$ cat config.mk
export PLATFORM = sky130hd
export DESIGN_NAME = sws_sqrt
export DESIGN_NICKNAME = d
export VERILOG_FILES = /design/src/sws_pkg.sv /design/src/sws_sqrt.sv
export SDC_FILE = /design/constraint.sdc
export NUM_CORES = 1
export LEC_CHECK = 0
export BUFFER_PORTS_ARGS = -buffer_cell sky130_fd_sc_hd__buf_2
export CORE_MARGIN = 2
export CORE_UTILIZATION = 45
export DETAILED_ROUTE_END_ITERATION = 6
export PLACE_DENSITY = 0.6
export SYNTH_ARGS = -nofsm -noshare
export SYNTH_HDL_FRONTEND = slang
export SYNTH_SLANG_ARGS = --single-unit
export TNS_END_PERCENT = 10
$ cat constraint.sdc
create_clock -name clk_i -period 24.4 [get_ports clk_i]
set_clock_uncertainty 0.1 [all_clocks]
set_input_delay 3.66 -clock clk_i [delete_from_list [all_inputs] [get_ports clk_i]]
set_output_delay 3.66 -clock clk_i [all_outputs]
set_load 0.02 [all_outputs]
$ cat src/sws_pkg.sv
`timescale 1ns / 1ps

package sws_pkg;

  localparam int unsigned MAX_HALF_WINDOW = 31;
  localparam int unsigned SAMPLE_BITS     = 32;

  localparam int unsigned HW_W    = 5;
  localparam int unsigned DEV_W   = 40;
  localparam int unsigned DIVD_W  = 64;
  localparam int unsigned DIVS_W  = 40;
  localparam int unsigned SKEW_W  = 24;

  localparam logic [1:0] CFG_HALF_WINDOW = 2'd0;
  localparam logic [1:0] CFG_GAP_MARKER  = 2'd1;

  typedef struct packed {
    logic busy;
    logic done;
  } unit_stat_t;

endpackage

$ cat src/sws_sqrt.sv
`timescale 1ns / 1ps

module sws_sqrt (
  input  logic                 clk_i,
  input  logic                 rst_ni,
  input  logic                 start_i,
  input  logic [63:0]          value_i,
  output logic [31:0]          root_o,
  output sws_pkg::unit_stat_t  stat_o
);

  logic [63:0] v_q, v_d, r_q, r_d, bit_q, bit_d, trial;
  logic [4:0]  cnt_q, cnt_d;
  logic        busy_q, busy_d, done_q, done_d;

  always_comb begin
    v_d    = v_q;
    r_d    = r_q;
    bit_d  = bit_q;
    cnt_d  = cnt_q;
    busy_d = busy_q;
    done_d = 1'b0;
    trial  = r_q + bit_q;
    if (start_i) begin
      v_d    = value_i;
      r_d    = '0;
      bit_d  = 64'd1 << 62;
      cnt_d  = 5'd31;
      busy_d = 1'b1;
    end else if (busy_q) begin
      if (v_q >= trial) begin
        v_d = v_q - trial;
        r_d = (r_q >> 1) + bit_q;
      end else begin
        r_d = r_q >> 1;
      end
      bit_d = bit_q >> 2;
      cnt_d = cnt_q - 5'd1;
      if (cnt_q == 5'd0) begin
        busy_d = 1'b0;
        done_d = 1'b1;
      end
    end
  end

  always_ff @(posedge clk_i or negedge rst_ni) begin
    if (!rst_ni) begin
      busy_q <= 1'b0;
      done_q <= 1'b0;
      cnt_q  <= '0;
    end else begin
      busy_q <= busy_d;
      done_q <= done_d;
      cnt_q  <= cnt_d;
    end
  end

  always_ff @(posedge clk_i) begin
    v_q   <= v_d;
    r_q   <= r_d;
    bit_q <= bit_d;
  end

  assign root_o      = r_q[31:0];
  assign stat_o.busy = busy_q;
  assign stat_o.done = done_q;

endmodule

# Yosys cells after proc, flatten, opt, wreduce, memory -nomap -nowiden
# Cells that the tools add are included.
# word_totals
register_bits	167
input_bits	67
out_inout_bits	34
wordCells	27
# classes
addsub	4
n_lt_le_gt_ge	1
n_mux	12
n_reduce_logical	4
# op_table
operator	count
two-way mux 64 bit	4
adder 63 x 63 -> 64 bit	1
adder 64 x 63 -> 64 bit	1
greater-or-equal comparator 64 bit	1
subtractor 64 bit	1
two-way mux 5 bit	2
two-way mux 1 bit	6
zero test 5 bit	1
subtractor 5 x 1 -> 5 bit (second input constant)	1
nonzero test 2 bit	2
AND reduction 2 bit	1

# Logic depth before layout (Yosys ltp)
# depth
word_depth	5
mapped_depth	27
depth_no_buf	23

# Worst setup path before layout
# Ideal clock, no wire load.
# synth_timing
kind	register to register
startpoint	register r_q[2]
endpoint	register v_q[0] (enable)
setup_ns	0.574
arrival_ns	9.385
required_time_ns	23.726
slack_ns	14.341
path_stages_with_launch	24
path_buffers	4
synth_period_minus_slack_ns	10.059
cell_sequence	dfxtp_1 -> ha_1 -> a31oi_1 -> o21bai_1 -> a31oi_1 -> o41ai_2 -> a41o_1 -> a221o_1 -> a21oi_1 -> o21bai_1 -> a21oi_1 -> xor2_1 -> ha_1 -> clkbuf_1 -> nand4_1 -> or3_1 -> nor2_1 -> nand4_1 -> a31o_1 -> and2_1 -> buf_2 -> buf_2 -> buf_2 -> o21ai_0
# synth_between
elab_chain_len	4
# synth_lines
element	line	text
start: declaration	sws_sqrt.sv:12	logic [63:0] v_q, v_d, r_q, r_d, bit_q, bit_d, trial;
start signal: assignment	sws_sqrt.sv:60	r_q <= r_d;
adder 64 x 63 -> 64 bit	sws_sqrt.sv:23	trial = r_q + bit_q;
greater-or-equal comparator 64 bit	sws_sqrt.sv:31	if (v_q >= trial) begin
nonzero test 2 bit (no line)	n/a	
AND reduction 2 bit (no line)	n/a	
end signal: assignment	sws_sqrt.sv:59	v_q <= v_d;
end: declaration	sws_sqrt.sv:12	
# Every way passes these cells.
# A chain may end at the register's enable or synchronous reset.

# Worst setup path in the final report
# layout_timing
startpoint	register r_q[0]
endpoint	register v_q[0] (enable)
# Same word-level chain as after synthesis.

==> reports/qor.txt <==
Status: completed
CTS hold repair buffers: 0
CP required: 24.37 ns
Worst path bufs/invs: 1
Post-synth EDFFs: 64
Post-route insts no fill: 2470
Setup_tns: 0 ns
Routed Antenna Nets: 0
Area of the die: 36280 um^2
CP max FO: 64
Post-Synth Adder-Cell Area: 10.68%
CP Capture Type: register
Largest family of logic cells by synthesized area: compound AO/OA/AOI/OAI gates
GR Util All Layers: 25.08%
Syn Inst Count: 2016
Switch share: 46.50%
Number of fill cells: 3412
Final core occ: 48.86%
Seq/Total Area, Yosys: 25.69%
Logic pwr share: 59.2%
Max-cap viol count: 0
Initial Util: 45.52%
Buffer count from post-CTS setup fixing: 0
Worst path slowest cell: buf_4
Fin crit period: 6.749 ns
Post-synthesis xor/xnor area fraction: 8.509%
Switch Pwr: 871.0 uW
Tightest Pin Transition: 0.9646 ns
Post-synth top area share: 12.28%
Final Max Tran Viols: 0
DRC: 0
Final Hold Vio Count: 0
Max clock buf depth: 2
Int Power: 1002 uW
Clock-pin slew on the worst setup and hold paths: 0.06 ns
Post-synth ARST share: 4.192%
Hold crit path type: reg -> reg
Core area: 34370 um^2
DIE WIDTH: 190.5 um
Synth unique cells: 77
Die Ht: 190.5 um
Mux cell area share after synthesis: 3.271%
Unrepaired setup endpoints after global routing: false
Setup CP Type: reg -> reg
Layout cells sized above 1: 9.132%
Top Ports: 101
Simple-gate share of the synthesized area: 19.75%
Top_reg_cell synth: dfxtp_1
Multi-input gate area: 10790 um^2
Worst VDD drop: 83.74 uV
Routability cong.: 0.9162
Clock sinks: 167
H-tree depth: 4
DRT iter0 DRCs: 1166
P_leak: 0.006732 uW
# diodes: 0
Crit share post-route: 27.66%
Worst path top cell family by delay: compound AO/OA/AOI/OAI gates
Clock Latency Late Sink: 0.45 ns
Average cell area after synthesis: 7.760 um^2
Syn Std Cell Area: 15650 um^2
Area grow syn2layout: 7.342%
DR vias/cell: 5.974
WL final: 45.15 mm
Slew headroom: 35.10%
Num CTS Buffers: 17
Ranking of synthesized cells by area: dfxtp_1, edfxtp_1, ha_1
Crit path largest cell delay: 0.69 ns
FF+latch area: 4023 um^2
IO Port Bufs: 100
Worst path cell trace: ha_1, ha_1, a21oi_1, o21bai_1, a31o_2, a31o_2, a211o_1, a21oi_1, o21ai_0, a21oi_1, nor2_1, a311oi_1, ha_1, nand4_1, or3_1, nor2_1, nand4_1, a31o_1, and2_2, o21ai_4, buf_4
Final net count: 2202
YS warnings: 0
PwrDens: 111.5 nW/um^2
Clk root buf: clkbuf_16
Post-CTS sizing: 0
Placed insts: 2438
Pre-antenna DRT Iters: 5
Sequential Power Share: 24.5%
Final setup fails: 0
Total number of vias: 14760
Initial antenna violation count: 0
Vias in the first global route: 13980
Drt wl/cell: 18.28 um
Pwr Total: 1873 uW
Cell taking the most area after synthesis: dfxtp_1
Compound-Gate Fraction of Synth Area: 26.69%
Rows: 68
Largest net degree at the start of global routing: 154
Synth Register Bits: 167
Clock share of power: 16.3%
Worst path arrival time: 6.72 ns
Count leader, synth: nand2_1
Detailed Place HPWL: 33.74 mm
Fmax: 148.2 MHz
TritonCTS clock tree: yes
CP startpoint kind: register
Syn nets: 2216
Grt ovf: 0
Post-synth top cells: nand2_1, nor2_1, o21ai_0
First-pass GRT wire length: 73.28 mm
[final timing paths]
| check | from | to | slack (ns) | cells after the start |
|---|---|---|---|---|
| setup / recovery | r_q[0] | v_q[0] | 17.65 | 21 |
| hold / removal | cnt_q[4] | cnt_q[4] | 0.41 | 2 |
| setup reg to reg | r_q[0] | v_q[0] | 17.65 | 21 |
| hold reg to reg | cnt_q[4] | cnt_q[4] | 0.41 | 2 |
| max in group asynchronous | rst_ni | busy_q | 21.09 | 1 |
| min in group asynchronous | rst_ni | done_q | 2.94 | 1 |
[layout by cell type (no fill, tap or decap), types with 12 or more instances in the layout]
master     count
and3_1        16
nand2b_1      12
edfxtp_1      64
a211o_1       12
and2_1        13
o31ai_1       14
ha_1         132
nand3_1       28
nand4_1       41
o21bai_1      32
buf_2         99
a221oi_1      16
a21oi_1      135
xor2_1        73
o21a_1        12
a31oi_1       62
a311oi_1      23
a211oi_1      30
or3_1         20
clkbuf_16     20
xnor2_1       79
inv_1         45
dfxtp_1       96
nand2_1      242
a21o_1        44
o21ai_0      172
nor2b_1       18
nor2_1       214
mux2i_1       41
nor3_1        42
[sequential cells by signal (all words and copies together) (netlist names)]
register,cells
v_q,64
busy_q,1
bit_q,32
done_q,1
r_q,64
cnt_q,5
[worst register-to-register path: stages (launching register included)]
cell	delay, ns
dfxtp_1	0.32
ha_1	0.22
ha_1	0.21
a21oi_1	0.23
o21bai_1	0.11
a31o_2	0.26
a31o_2	0.26
a211o_1	0.36
a21oi_1	0.37
o21ai_0	0.42
a21oi_1	0.47
nor2_1	0.10
a311oi_1	0.29
ha_1	0.32
nand4_1	0.23
or3_1	0.46
nor2_1	0.12
nand4_1	0.12
a31o_1	0.27
and2_2	0.22
o21ai_4	0.11
buf_4	0.69
[through the flow]
step / instance area (um^2) / setup WS (ns) / hold slack (ns)
floorplan: 15650 / 14.34 / 0.3777
CTS: 16790 / 17.62 / 0.4300
global placement: 16130 / 17.75 / 0.3994
detailed placement: 16130 / 17.63 / 0.4102
finish: 16790 / 17.65 / 0.4149
global route: 16790 / 17.12 / 0.4454
[per-layer routing]
layer  up-vias  share of wire [%]  GRT usage (%)
met4         0                1.6          6.500
li1       7367                  -              -
met5         -                  0              0
met3        46                5.1          3.957
met2       405                 47          41.78
met1      6939                 46          33.72
[cell families after synthesis]
| logic type | Yosys count |
|---|---|
| AOI/OAI and AO/OA | 644 |
| xor gates and xnor gates | 152 |
| adders and majority gates | 133 |
| buffers and inverters | 186 |
| DFF | 167 |
| muxes | 50 |
| and+or+nand+nor | 684 |
[power by group through the flow]
stage               combinational, uW  clock (uW)  sequential [uW]
floorplan                         866           0              442
global placement                 1080           0              464
detailed placement               1090           0              463
CTS                              1100         312              459
global route                     1230         323              468
finish                           1110         305              459
[layout make-up]
type,instances,area share [%]
multi-input cells,1663,64.28
well taps,455,3.390
clock inverters,7,0.5960
repair buffers,108,3.450
inverters,45,1.006
flip-flops and latches,167,23.95
clock buffers,25,3.330
(Power assumes the default switching activity.)
