### config.mk
export PLATFORM = sky130hd
export DESIGN_NAME = sws_div
export DESIGN_NICKNAME = d
export VERILOG_FILES = /design/src/sws_pkg.sv /design/src/sws_div.sv
export SDC_FILE = /design/constraint.sdc
export NUM_CORES = 1
export LEC_CHECK = 0
export BUFFER_PORTS_ARGS = -buffer_cell sky130_fd_sc_hd__buf_2
export CAP_MARGIN = 20
export CORE_MARGIN = 2
export CORE_UTILIZATION = 50
export CTS_BUF_LIST = sky130_fd_sc_hd__clkbuf_8
export CTS_CLUSTER_SIZE = 14
export DETAILED_ROUTE_END_ITERATION = 8
export GPL_ROUTABILITY_DRIVEN = 0
export PLACE_DENSITY = 0.86
export SLEW_MARGIN = 15
export SYNTH_ARGS = -nofsm -noshare
export SYNTH_HDL_FRONTEND = slang
export SYNTH_SLANG_ARGS = --single-unit
### constraint.sdc
create_clock -name clk_i -period 3.3 [get_ports clk_i]
set_input_delay 0.495 -clock clk_i [delete_from_list [all_inputs] [get_ports clk_i]]
set_output_delay 0.495 -clock clk_i [all_outputs]
set_load 0.05 [all_outputs]
### src/sws_pkg.sv
`timescale 1ns / 1ps

package sws_pkg;

  localparam int unsigned MAX_HALF_WINDOW = 31;
  localparam int unsigned SAMPLE_BITS     = 32;

  localparam int unsigned HW_W    = 5;
  localparam int unsigned DEV_W   = 40;
  localparam int unsigned DIVD_W  = 64;
  localparam int unsigned DIVS_W  = 40;
  localparam int unsigned SKEW_W  = 24;

  localparam logic [1:0] CFG_HALF_WINDOW = 2'd0;
  localparam logic [1:0] CFG_GAP_MARKER  = 2'd1;

  typedef struct packed {
    logic busy;
    logic done;
  } unit_stat_t;

endpackage

### src/sws_div.sv
`timescale 1ns / 1ps

module sws_div (
  input  logic                              clk_i,
  input  logic                              rst_ni,
  input  logic                              start_i,
  input  logic [sws_pkg::DIVD_W-1:0]        dividend_i,
  input  logic [sws_pkg::DIVS_W-1:0]        divisor_i,
  output logic [sws_pkg::DIVD_W-1:0]        quotient_o,
  output sws_pkg::unit_stat_t               stat_o
);

  logic [sws_pkg::DIVD_W-1:0] dvd_q, dvd_d;
  logic [sws_pkg::DIVS_W-1:0] dvs_q, dvs_d;
  logic [sws_pkg::DIVS_W:0]   rem_q, rem_d, rem_sh;
  logic [5:0]                 cnt_q, cnt_d;
  logic                       busy_q, busy_d, done_q, done_d;

  always_comb begin
    dvd_d  = dvd_q;
    dvs_d  = dvs_q;
    rem_d  = rem_q;
    cnt_d  = cnt_q;
    busy_d = busy_q;
    done_d = 1'b0;
    rem_sh = {rem_q[sws_pkg::DIVS_W-1:0], dvd_q[sws_pkg::DIVD_W-1]};
    if (start_i) begin
      dvd_d  = dividend_i;
      dvs_d  = divisor_i;
      rem_d  = '0;
      cnt_d  = 6'd63;
      busy_d = 1'b1;
    end else if (busy_q) begin
      if (rem_sh >= {1'b0, dvs_q}) begin
        rem_d = rem_sh - {1'b0, dvs_q};
        dvd_d = {dvd_q[sws_pkg::DIVD_W-2:0], 1'b1};
      end else begin
        rem_d = rem_sh;
        dvd_d = {dvd_q[sws_pkg::DIVD_W-2:0], 1'b0};
      end
      cnt_d = cnt_q - 6'd1;
      if (cnt_q == 6'd0) begin
        busy_d = 1'b0;
        done_d = 1'b1;
      end
    end
  end

  always_ff @(posedge clk_i or negedge rst_ni) begin
    if (!rst_ni) begin
      busy_q <= 1'b0;
      done_q <= 1'b0;
      cnt_q  <= '0;
    end else begin
      busy_q <= busy_d;
      done_q <= done_d;
      cnt_q  <= cnt_d;
    end
  end

  always_ff @(posedge clk_i) begin
    dvd_q <= dvd_d;
    dvs_q <= dvs_d;
    rem_q <= rem_d;
  end

  assign quotient_o  = dvd_q;
  assign stat_o.busy = busy_q;
  assign stat_o.done = done_q;

endmodule

; Word level (Yosys, flattened, before mapping)
; Index checks and enable logic that the tools add are counted.
[totals]
register_bits = 152
out_inout_bits = 66
inputBits = 107
wordCells = 23
[op_classes]
add_sub_neg = 2
order_cmp = 1
n_reduce_logical = 2
mux = 12
[ops]
columns = cell, count
row1 = $mux W64, 2
row2 = $ge A41 B40 Y1, 1
row3 = $mux W40, 1
row4 = $sub A40 B40 Y40, 1
row5 = $mux W6, 2
row6 = $mux W1, 7
row7 = $logic_not A6 Y1, 1
row8 = $sub A6 B1 Y6 const B, 1
row9 = $reduce_bool A2 Y1, 1

; Longest topological paths before layout
; Gate-level depths: netlist of run 1.
[logic_depth]
ltp_word = 4
mapped_depth = 14
depth_no_buf = 12

; Worst setup path before layout of run 1
; Ideal clock, no wire load.
[synth_path]
kind = reg-to-reg
from = register dvd_q, in the netlist quotient_o[63]
to = register rem_q[24] in the netlist's numbering
setup_time_ps = 91
path_buffers = 0
setup_slack_ps = 186
required_ps = 3209
period_less_slack_ps = 3114
arrival_time_ps = 3023
stages_incl_launch_ff = 12
cell_sequence = edfxtp_1 inv_1 ha_1 fa_1 nand2b_1 a21oi_1 o21ai_1 and3_1 o31ai_1 a21oi_1 or4_1 a311oi_1
[synth_between]
elab_chain_cells = 2
word_cells_on_any_way = 3
cone_classes = add/sub: 1 / order compare: 1 / mux: 1
[synth_rtl]
columns = item, line_no
row1 = from (decl), sws_div.sv:13  ; logic [sws_pkg::DIVD_W-1:0] dvd_q, dvd_d;
row2 = from (signal assigned), sws_div.sv:62  ; dvd_q <= dvd_d;
row3 = $sub A40 B40 Y40 / $ge A41 B40 Y1 (equally long branches), "sws_div.sv:35, sws_div.sv:34"
row4 = $mux W40 (*), sws_div.sv:34  ; if (rem_sh >= {1'b0, dvs_q}) begin
row5 = to (signal assigned), sws_div.sv:64  ; rem_q <= rem_d;
row6 = to (decl), sws_div.sv:15  ; logic [sws_pkg::DIVS_W:0] rem_q, rem_d, rem_sh;
; Mark *: on every way between the ends. The rest lies on a longest branch, timed or not.
; A chain may end at the register's enable or synchronous reset.

; Final worst setup path of run 1
[layout_path]
from = register dvs_q[15] in the netlist's numbering
to = register rem_q[32] in the netlist's numbering
[layout_between]
elab_chain_cells = 2
word_cells_on_any_way = 3
cone_classes = add/sub: 1 / order compare: 1 / mux: 1
[layout_rtl]
columns = item, line_no
row1 = from (decl), sws_div.sv:14  ; logic [sws_pkg::DIVS_W-1:0] dvs_q, dvs_d;
row2 = from (signal assigned), sws_div.sv:63  ; dvs_q <= dvs_d;
row3 = $sub A40 B40 Y40 / $ge A41 B40 Y1 (equally long branches), "sws_div.sv:35, sws_div.sv:34"
row4 = $mux W40 (*), sws_div.sv:34
; Marked as above.

==> out/metrics.csv, run 1 <==
stage,metric,value,unit
run_status,status,"complete, no violations",
critical_path,crit_chain,inv_1 -> ha_1 -> and3_1 -> nand2_1 -> nor3_1 -> o211ai_1 -> a21bo_2 -> a21boi_2 -> nor2_4 -> buf_4 -> or4_1 -> a31oi_1,
clock_tree,cts_buffers,17,
placed_design,dp.cells,1186,
drt,first_pass_iters,5,
timing,post-route-min-period,3150,ps
synthesis,synth_top_flop_cell,edfxtp_1,
job,drv_cap,0,
critical_path,r2r-start,dvs_q[15]$_DFFE_PP_,
pwr,p_leak,0.00432,µW
drt,wl_per_cell,16.6,µm
synthesis,synthesis.instances,820,
layout,drive_gt1_share,31.0,%
die,rows,47,
pwr,switching_power,3260,µW
synthesis,netlist_area,8530,µm²
drt,wl,20.2,mm
global_route,grt_max_degree,103,
critical_path,r2r_end,rem_q[32]$_SDFFE_PP0P_,
layout,fin_util,60.7,%
layout,nets,1137,
global_route,antenna_found_initial,0,
die,die_y,135,µm
global_route,grt_pass1_vias,6836,
drt,drc,0,
timing,final.period_utilization,95.4,%
layout,diodes,0,
clock_tree,cts_tree,yes,
critical_path,reg2reg_depth,12,
placed_design,hpwlAfterDp,14.5,mm
critical_path,startpoint,dvs_q[15]$_DFFE_PP_,
pwr,p_clk_share,19.2,%
timing,relSlewSlack,50.3,%
synthesis,seq_area_frac_synth,48.4,%
synthesis,syn_area_per_cell,10.4,µm²
critical_path,crit_required,3680,ps
critical_path,cp_slowest_cell,or4_1,
pwr,p_int,4530,µW
global_route,gr-total-overflow,0,
placed_design,io_buffers,172,
critical_path,r2r_setup_slack,150,ps
synthesis,synth_warnings,0,
pwr,power_density,772,nW/µm²
synthesis,synth_edf_count,104,
synthesis,syn_nets,970,
drt,vias,6922,
clock_tree,cts_buffer_depth,2,
timing,rsz0062_at_grt,true,
timing,fmax,0.318,GHz
drt,drt_iter0_markers,479,
timing,tightest_slew,745,ps
clock_tree,h-tree-depth,4,
synthesis,ys_ff_latch,152,
die,core_area,16600,µm²
timing,slew_viol_final,0,
global_route,grt_pass1_wl,32.6,mm
critical_path,worst-path-buf-inv,2,
timing,hold_ws,203,ps
synthesis,async_flop_share,5.26,%
pwr,pwr-share-comb,46.8,%
clock_tree,cts_root_buf,clkbuf_8,
clock_tree,cts.sinks,152,
critical_path,end_kind,flop,
critical_path,start_kind,flop,
drt,viasPerCell,5.67,
pwr,seq_power_share,34.0,%
critical_path,cp_max_fo,9,
critical_path,cp_top_family,simple AND/OR/NAND/NOR gates,
hold_path,hp-class,in2reg,
hold_path,hold_start,divisor_i[2],
layout,final_cells,1220,
layout,areaGrowthSynthToFinish,18.4,%
hold_path,whs_path_depth,1,
critical_path,critPathMaxStageDelay,490,ps
timing,fin_skew,16.6,ps
clock_tree,clk_pin_slew,100,ps
critical_path,cp.arrival,3530,ps
die,die_area,18100,µm²
timing,final_hold_viol_count,0,
hold_path,whs_endpoint,dvs_q[2]$_DFFE_PP_,
clock_tree,clk_latency,460,ps
die,die_w,135,µm
pwr,swShare,41.8,%
pwr,ir_drop,0.517,mV
die,ioPinCount,173,
global_route,grt_use_total,22.4,%
pwr,p_total,7790,µW
drt,final_antenna_net_count,0,
critical_path,worstSetupPathType,reg2reg,
die,start_util,51.2,%
timing,setup_viol,0,
critical_path,cp_num_cells,12,
synthesis,synthDistinctLibCells,74,
timing,fin_setup_tns,0,ps
layer usage:
layer / vias to the layer above / share of wire [%] / GRT usage (%)
li1: 3356 / - / -
met1: 3274 / 42 / 28.5
met2: 265 / 49 / 37.4
met3: 27 / 7.2 / 5.89
met4: 0 / 1.7 / 7.54
met5: - / 0 / 0
synthesized netlist by cell type (3+ instances only):
cell       count  area share [%]
buf_2         13            0.76
nand4_1        5            0.37
o21bai_1       3            0.26
dfrtp_1        8             2.3
nand2_1       89             3.9
clkbuf_1      24             1.1
mux2_2        64             8.5
nor4_1         3            0.22
o21ai_1        5            0.29
o211ai_1       6            0.53
o31ai_1        5            0.44
o21ai_0       20             1.2
nand3_1       25             1.5
a2bb2oi_1      5            0.51
nor3_1        23             1.3
and3_1         9            0.66
buf_4          3            0.26
nor2_1        57             2.5
a211oi_1       5            0.44
edfxtp_1     104              37
a21o_1         8            0.70
and2_1         3            0.22
xnor2_1       18             1.8
or2_2          5            0.37
inv_1         55             2.4
ha_1          42             6.2
nand2b_1      11            0.81
a311oi_1      28             2.9
a21oi_1       52             3.1
dfxtp_1       40             9.4
xor2_1         6            0.62
mux2i_1        3            0.35
or3_1          6            0.44
nand3b_1       5            0.44
a31oi_1        3            0.22
or4_1          3            0.26
o31a_1         4            0.41
o21a_1        11            0.97
power by group through the flow:
stage          logic (µW)  clock network, µW  registers, µW
2_1_floorplan        2400                  0           2950
3_3_place_gp         3450                  0           2670
3_5_place_dp         3530                  0           2680
4_1_cts              3570               1530           2640
5_1_grt              4010               1590           2690
6_report             3650               1500           2650
placed cells by master (no fill, tap or decap), types with 6 or more instances in the layout:
cell type,synthesis,routed
ha_1,42,42
nor3_1,23,23
dfrtp_1,8,7
o21ai_0,20,20
edfxtp_1,104,104
inv_1,55,55
or3_1,6,6
buf_4,3,14
nand2_1,89,89
nor2_1,57,56
o211ai_1,6,6
mux2_2,64,64
xnor2_1,18,18
nand2b_1,11,11
xor2_1,6,6
dfxtp_1,40,40
a21o_1,8,8
o21a_1,11,11
a311oi_1,28,28
clkbuf_8,0,17
buf_2,13,171
a21oi_1,52,50
nand3_1,25,25
and3_1,9,9
worst reg2reg max path: cells and delay by family (launching register included):
kind	cells	cell delay, ps
buf+inv	2	230
simple gates	5	1260
compound gates	4	850
flops	1	350
fa+ha+maj	1	390
sequential cells by signal, summed over array words and instances (netlist names):
signal,flops
quotient_o,64
busy_q,1
dvs_q,40
done_q,1
cnt_q,6
rem_q,40
layout make-up:
type | instances | area (µm²)
Fill cell | 1344 | 6540
Sequential cell | 152 | 4130
Multi-Input combinational cell | 572 | 4040
Timing Repair Buffer | 189 | 1020
Tap cell | 220 | 275
Clock buffer | 17 | 234
Inverter | 55 | 206
Clock inverter | 15 | 193
through the flow:
| step | area [µm²] | setup slack, ps |
|---|---|---|
| final | 10100 | 153 |
| after global routing | 10100 | -38.3 |
| after CTS | 10100 | 82.0 |
| after detailed placement | 9630 | -84.2 |
| after global placement | 9630 | 115 |
| after floorplan | 8530 | 186 |
worst max-delay path by stage:
| stage | end | slack [ps] |
|---|---|---|
| finish | rem_q[32]$_SDFFE_PP0P_ | 150 |
| global route | rem_q[24]$_SDFFE_PP0P_ | -40 |
| CTS | rem_q[24]$_SDFFE_PP0P_ | 80 |
| detailed placement | rem_q[14]$_SDFFE_PP0P_ | -80 |
| global placement | rem_q[0]$_SDFFE_PP0P_ | 110 |
| floorplan | rem_q[24]$_SDFFE_PP0P_ | 190 |
kinds of logic (layout without fill, tap and decap cells):
family	Yosys count	after routing	share of synthesized area, %
AOI/OAI and AO/OA	181	181	15.1
xor gates and xnor gates	24	24	2.47
adders and majority gates	43	43	6.40
buffers and inverters	96	276	4.56
DFF	152	152	48.4
muxes	67	67	8.80
and+or+nand+nor	257	257	14.3
repair_timing:
| action | CTS | global route |
|---|---|---|
| endpoints found under the setup margin | 21 | 29 |
| buffers inserted | 0 | 1 |
| resized for setup | 1 | 6 |
| pin swaps | 0 | 2 |
| hold buffers | 1 | 0 |
| endpoints found under the hold margin | 8 | 0 |
No activity file was read; power rests on OpenSTA's default activity.
==> run 2: changes to the inputs <==
--- a/config.mk
+++ b/config.mk
@@ -14,6 +14,7 @@
 export DETAILED_ROUTE_END_ITERATION = 8
 export GPL_ROUTABILITY_DRIVEN = 0
 export PLACE_DENSITY = 0.86
+export REMOVE_ABC_BUFFERS = 1
 export SLEW_MARGIN = 15
 export SYNTH_ARGS = -nofsm -noshare
 export SYNTH_HDL_FRONTEND = slang
==> run 2 against run 1 <==
Register-to-register slack better by 60 ps. Combinational power is essentially flat. Core utilization shrank 0.13 points. Sequential share of layout area up 0.086 points. Largest power group unchanged. Critical endpoint is now rem_q[24]$_SDFFE_PP0P_. Die area unchanged. Non-clock buffer count grew 1. Sequential power about the same. Via count fell by 1.1%.
==> out/metrics.csv, run 2 (same netlist as run 1, synthesis figures left out) <==
stage,metric,value,unit,change
layout,nets,1138,,was 1137
global_route,grt_pass1_vias,6872,,was 6836
pwr,ir_drop,0.466,mV,was 0.517 mV
clock_tree,cts_setup_buffers,0,,unchanged
layout,final_common_cell,buf_2,,unchanged
timing,slew_viol_final,0,,unchanged
global_route,gr-usage-met3,8.07,%,was 5.89%
global_route,use_met1,26.8,%,was 28.5%
layout,fill_cells,1375,,was 1344
drt,first_pass_iters,5,,unchanged
die,ioPinCount,173,,unchanged
critical_path,crit_chain,inv_1 -> ha_1 -> and3_1 -> nand2_1 -> nor3_2 -> o211ai_1 -> a21bo_2 -> a21boi_1 -> nor2_2 -> buf_12 -> or4_1 -> a311oi_1,,was inv_1 -> ha_1 -> and3_1 -> nand2_1 -> nor3_1 -> o211ai_1 -> a21bo_2 -> a21boi_2 -> nor2_4 -> buf_4 -> or4_1 -> a31oi_1
global_route,use_met2,40.6,%,was 37.4%
placed_design,io_buffers,172,,unchanged
placed_design,dp_worst_setup_slack,187,ps,was -84.2 ps
timing,fin_skew,18.5,ps,was 16.6 ps
drt,vias,6843,,was 6922
clock_tree,clk_pin_slew,90,ps,was 100 ps
timing,tightest_slew,663,ps,was 745 ps
layout,final_cell_mix,"buf_2 (171), edfxtp_1 (104), nand2_1 (89)",,unchanged
global_route,gr-total-overflow,0,,unchanged
layout,areaGrowthSynthToFinish,18.2,%,was 18.4%
timing,fin_ws,212,ps,was 153 ps
layout,diodes,0,,unchanged
pwr,p_leak,0.00431,µW,was 0.00432 µW
clock_tree,cts_root_buf,clkbuf_8,,unchanged
die,die_area,18100,µm²,unchanged
drt,viasPerCell,5.60,,was 5.67
critical_path,cp_slowest_cell,or4_1,,unchanged
die,rows,47,,unchanged
pwr,power_density,764,nW/µm²,was 772 nW/µm²
die,core_area,16600,µm²,unchanged
layout,largest_reg_flops,64,,unchanged
job,drv_cap,0,,unchanged
drt,final_antenna_net_count,0,,unchanged
critical_path,cp.arrival,3450,ps,was 3530 ps
drt,wl_per_cell,16.8,µm,was 16.6 µm
die,die_w,135,µm,unchanged
layout,multi_input_area,4040,µm²,about the same
timing,final.period_utilization,93.6,%,was 95.4%
global_route,grt_pass1_wl,33.3,mm,was 32.6 mm
timing,fmax,0.324,GHz,was 0.318 GHz
placed_design,hpwlAfterDp,14.8,mm,was 14.5 mm
die,start_util,51.2,%,unchanged
critical_path,start_kind,flop,,unchanged
layout,fin_area,10100,µm²,about the same
clock_tree,cts.sinks,152,,unchanged
placed_design,placed_area,9670,µm²,was 9630 µm²
drt,wl,20.5,mm,was 20.2 mm
die,die_y,135,µm,unchanged
clock_tree,cts_tree,yes,,unchanged
global_route,grt_max_degree,94,,was 103
timing,setup_viol,0,,unchanged
hold_path,hp-class,in2reg,,unchanged
layout,drive_gt1_share,30.9,%,was 31.0%
drt,drc,0,,unchanged
drt,drt_iter0_markers,471,,was 479
timing,final_hold_viol_count,0,,unchanged
global_route,grt_use_total,23.1,%,was 22.4%
run_status,status,"complete, no violations",,unchanged
critical_path,critPathMaxStageDelay,500,ps,was 490 ps
critical_path,worstSetupPathType,reg2reg,,unchanged
timing,relSlewSlack,55.7,%,was 50.3%
critical_path,end_kind,flop,,unchanged
critical_path,cp_max_fo,16,,was 9
layout,seqCellArea,4130,µm²,unchanged
clock_tree,cts_buffer_depth,2,,unchanged
clock_tree,cts_buffers,17,,unchanged
clock_tree,h-tree-depth,4,,unchanged
global_route,antenna_found_initial,2,,was 0
global_route,top_usage_layer,met2,,unchanged
clock_tree,clk_latency,460,ps,about the same
timing,rsz0062_at_grt,false,,was true
critical_path,crit_required,3660,ps,was 3680 ps
timing,post-route-min-period,3090,ps,was 3150 ps
-- run 2: worst max-delay path: cells and delay by family, from the launching register on --
kind	cells	cell delay, ps
AO/OA/AOI/OAI	4	880
adder cells (fa/ha/maj)	1	390
buffers and inverters	2	200
flip-flops	1	340
AND/OR/NAND/NOR	5	1180
-- run 2: area by class of cell --
class | instances | share of cell area (%)
Sequential cell | 152 | 40.9
Multi-Input combinational cell | 572 | 40.1
Timing Repair Buffer | 190 | 10.5
Tap cell | 220 | 2.73
Clock buffer | 17 | 2.32
Inverter | 55 | 2.05
Clock inverter | 15 | 1.44
-- run 2: layer usage --
layer / wire (µm) / share of wire [%]
met1: 8340 / 41
met3: 1670 / 8.2
met2: 10200 / 50
met5: 13 / 0.063
met4: 273 / 1.3
-- run 2: power breakdown --
part	switching, µW	internal, µW	leakage [µW]	total [µW]
clock network	779	615	0.000188	1390
logic	2160	1500	0.00265	3660
registers	235	2410	0.00147	2640
total	3170	4520	0.00431	7690
-- run 2: path summary, 6_finish.rpt --
check / start / end / slack (ps) / depth (start not counted)
max in group asynchronous: rst_ni / busy_q$_DFF_PN0_ / 2710 / 2
worst max-delay path: dvs_q[16]$_DFFE_PP_ / rem_q[24]$_SDFFE_PP0P_ / 210 / 12
worst min register to register: rem_q[21]$_SDFFE_PP0P_ / rem_q[22]$_SDFFE_PP0P_ / 500 / 2
worst min-delay path: divisor_i[0] / dvs_q[0]$_DFFE_PP_ / 210 / 1
min in group asynchronous: rst_ni / cnt_q[0]$_DFFE_PN0P_ / 410 / 2
worst max register to register: dvs_q[16]$_DFFE_PP_ / rem_q[24]$_SDFFE_PP0P_ / 210 / 12
-- run 2: timing repair --
item / in CTS / in global routing
hold buffers: 1 / 0
setup endpoints to repair: 0 / 5
resized for setup: 0 / 5
hold endpoints to repair: 8 / 0
-- run 2: metrics by stage --
stage / setup TNS [ps] / hold slack [ps] / power, µW / util [%] / instances
floorplan: -8650 / 199 / 5250 / - / 779
global placement: 0 / 343 / 6200 / 58.1 / 1188
detailed placement: 0 / 346 / 6270 / 58.1 / 1188
CTS: 0 / 184 / 7680 / 60.4 / 1221
global route: 0 / 182 / 8200 / 60.6 / 1221
finish: 0 / 209 / 7690 / 60.6 / 1221
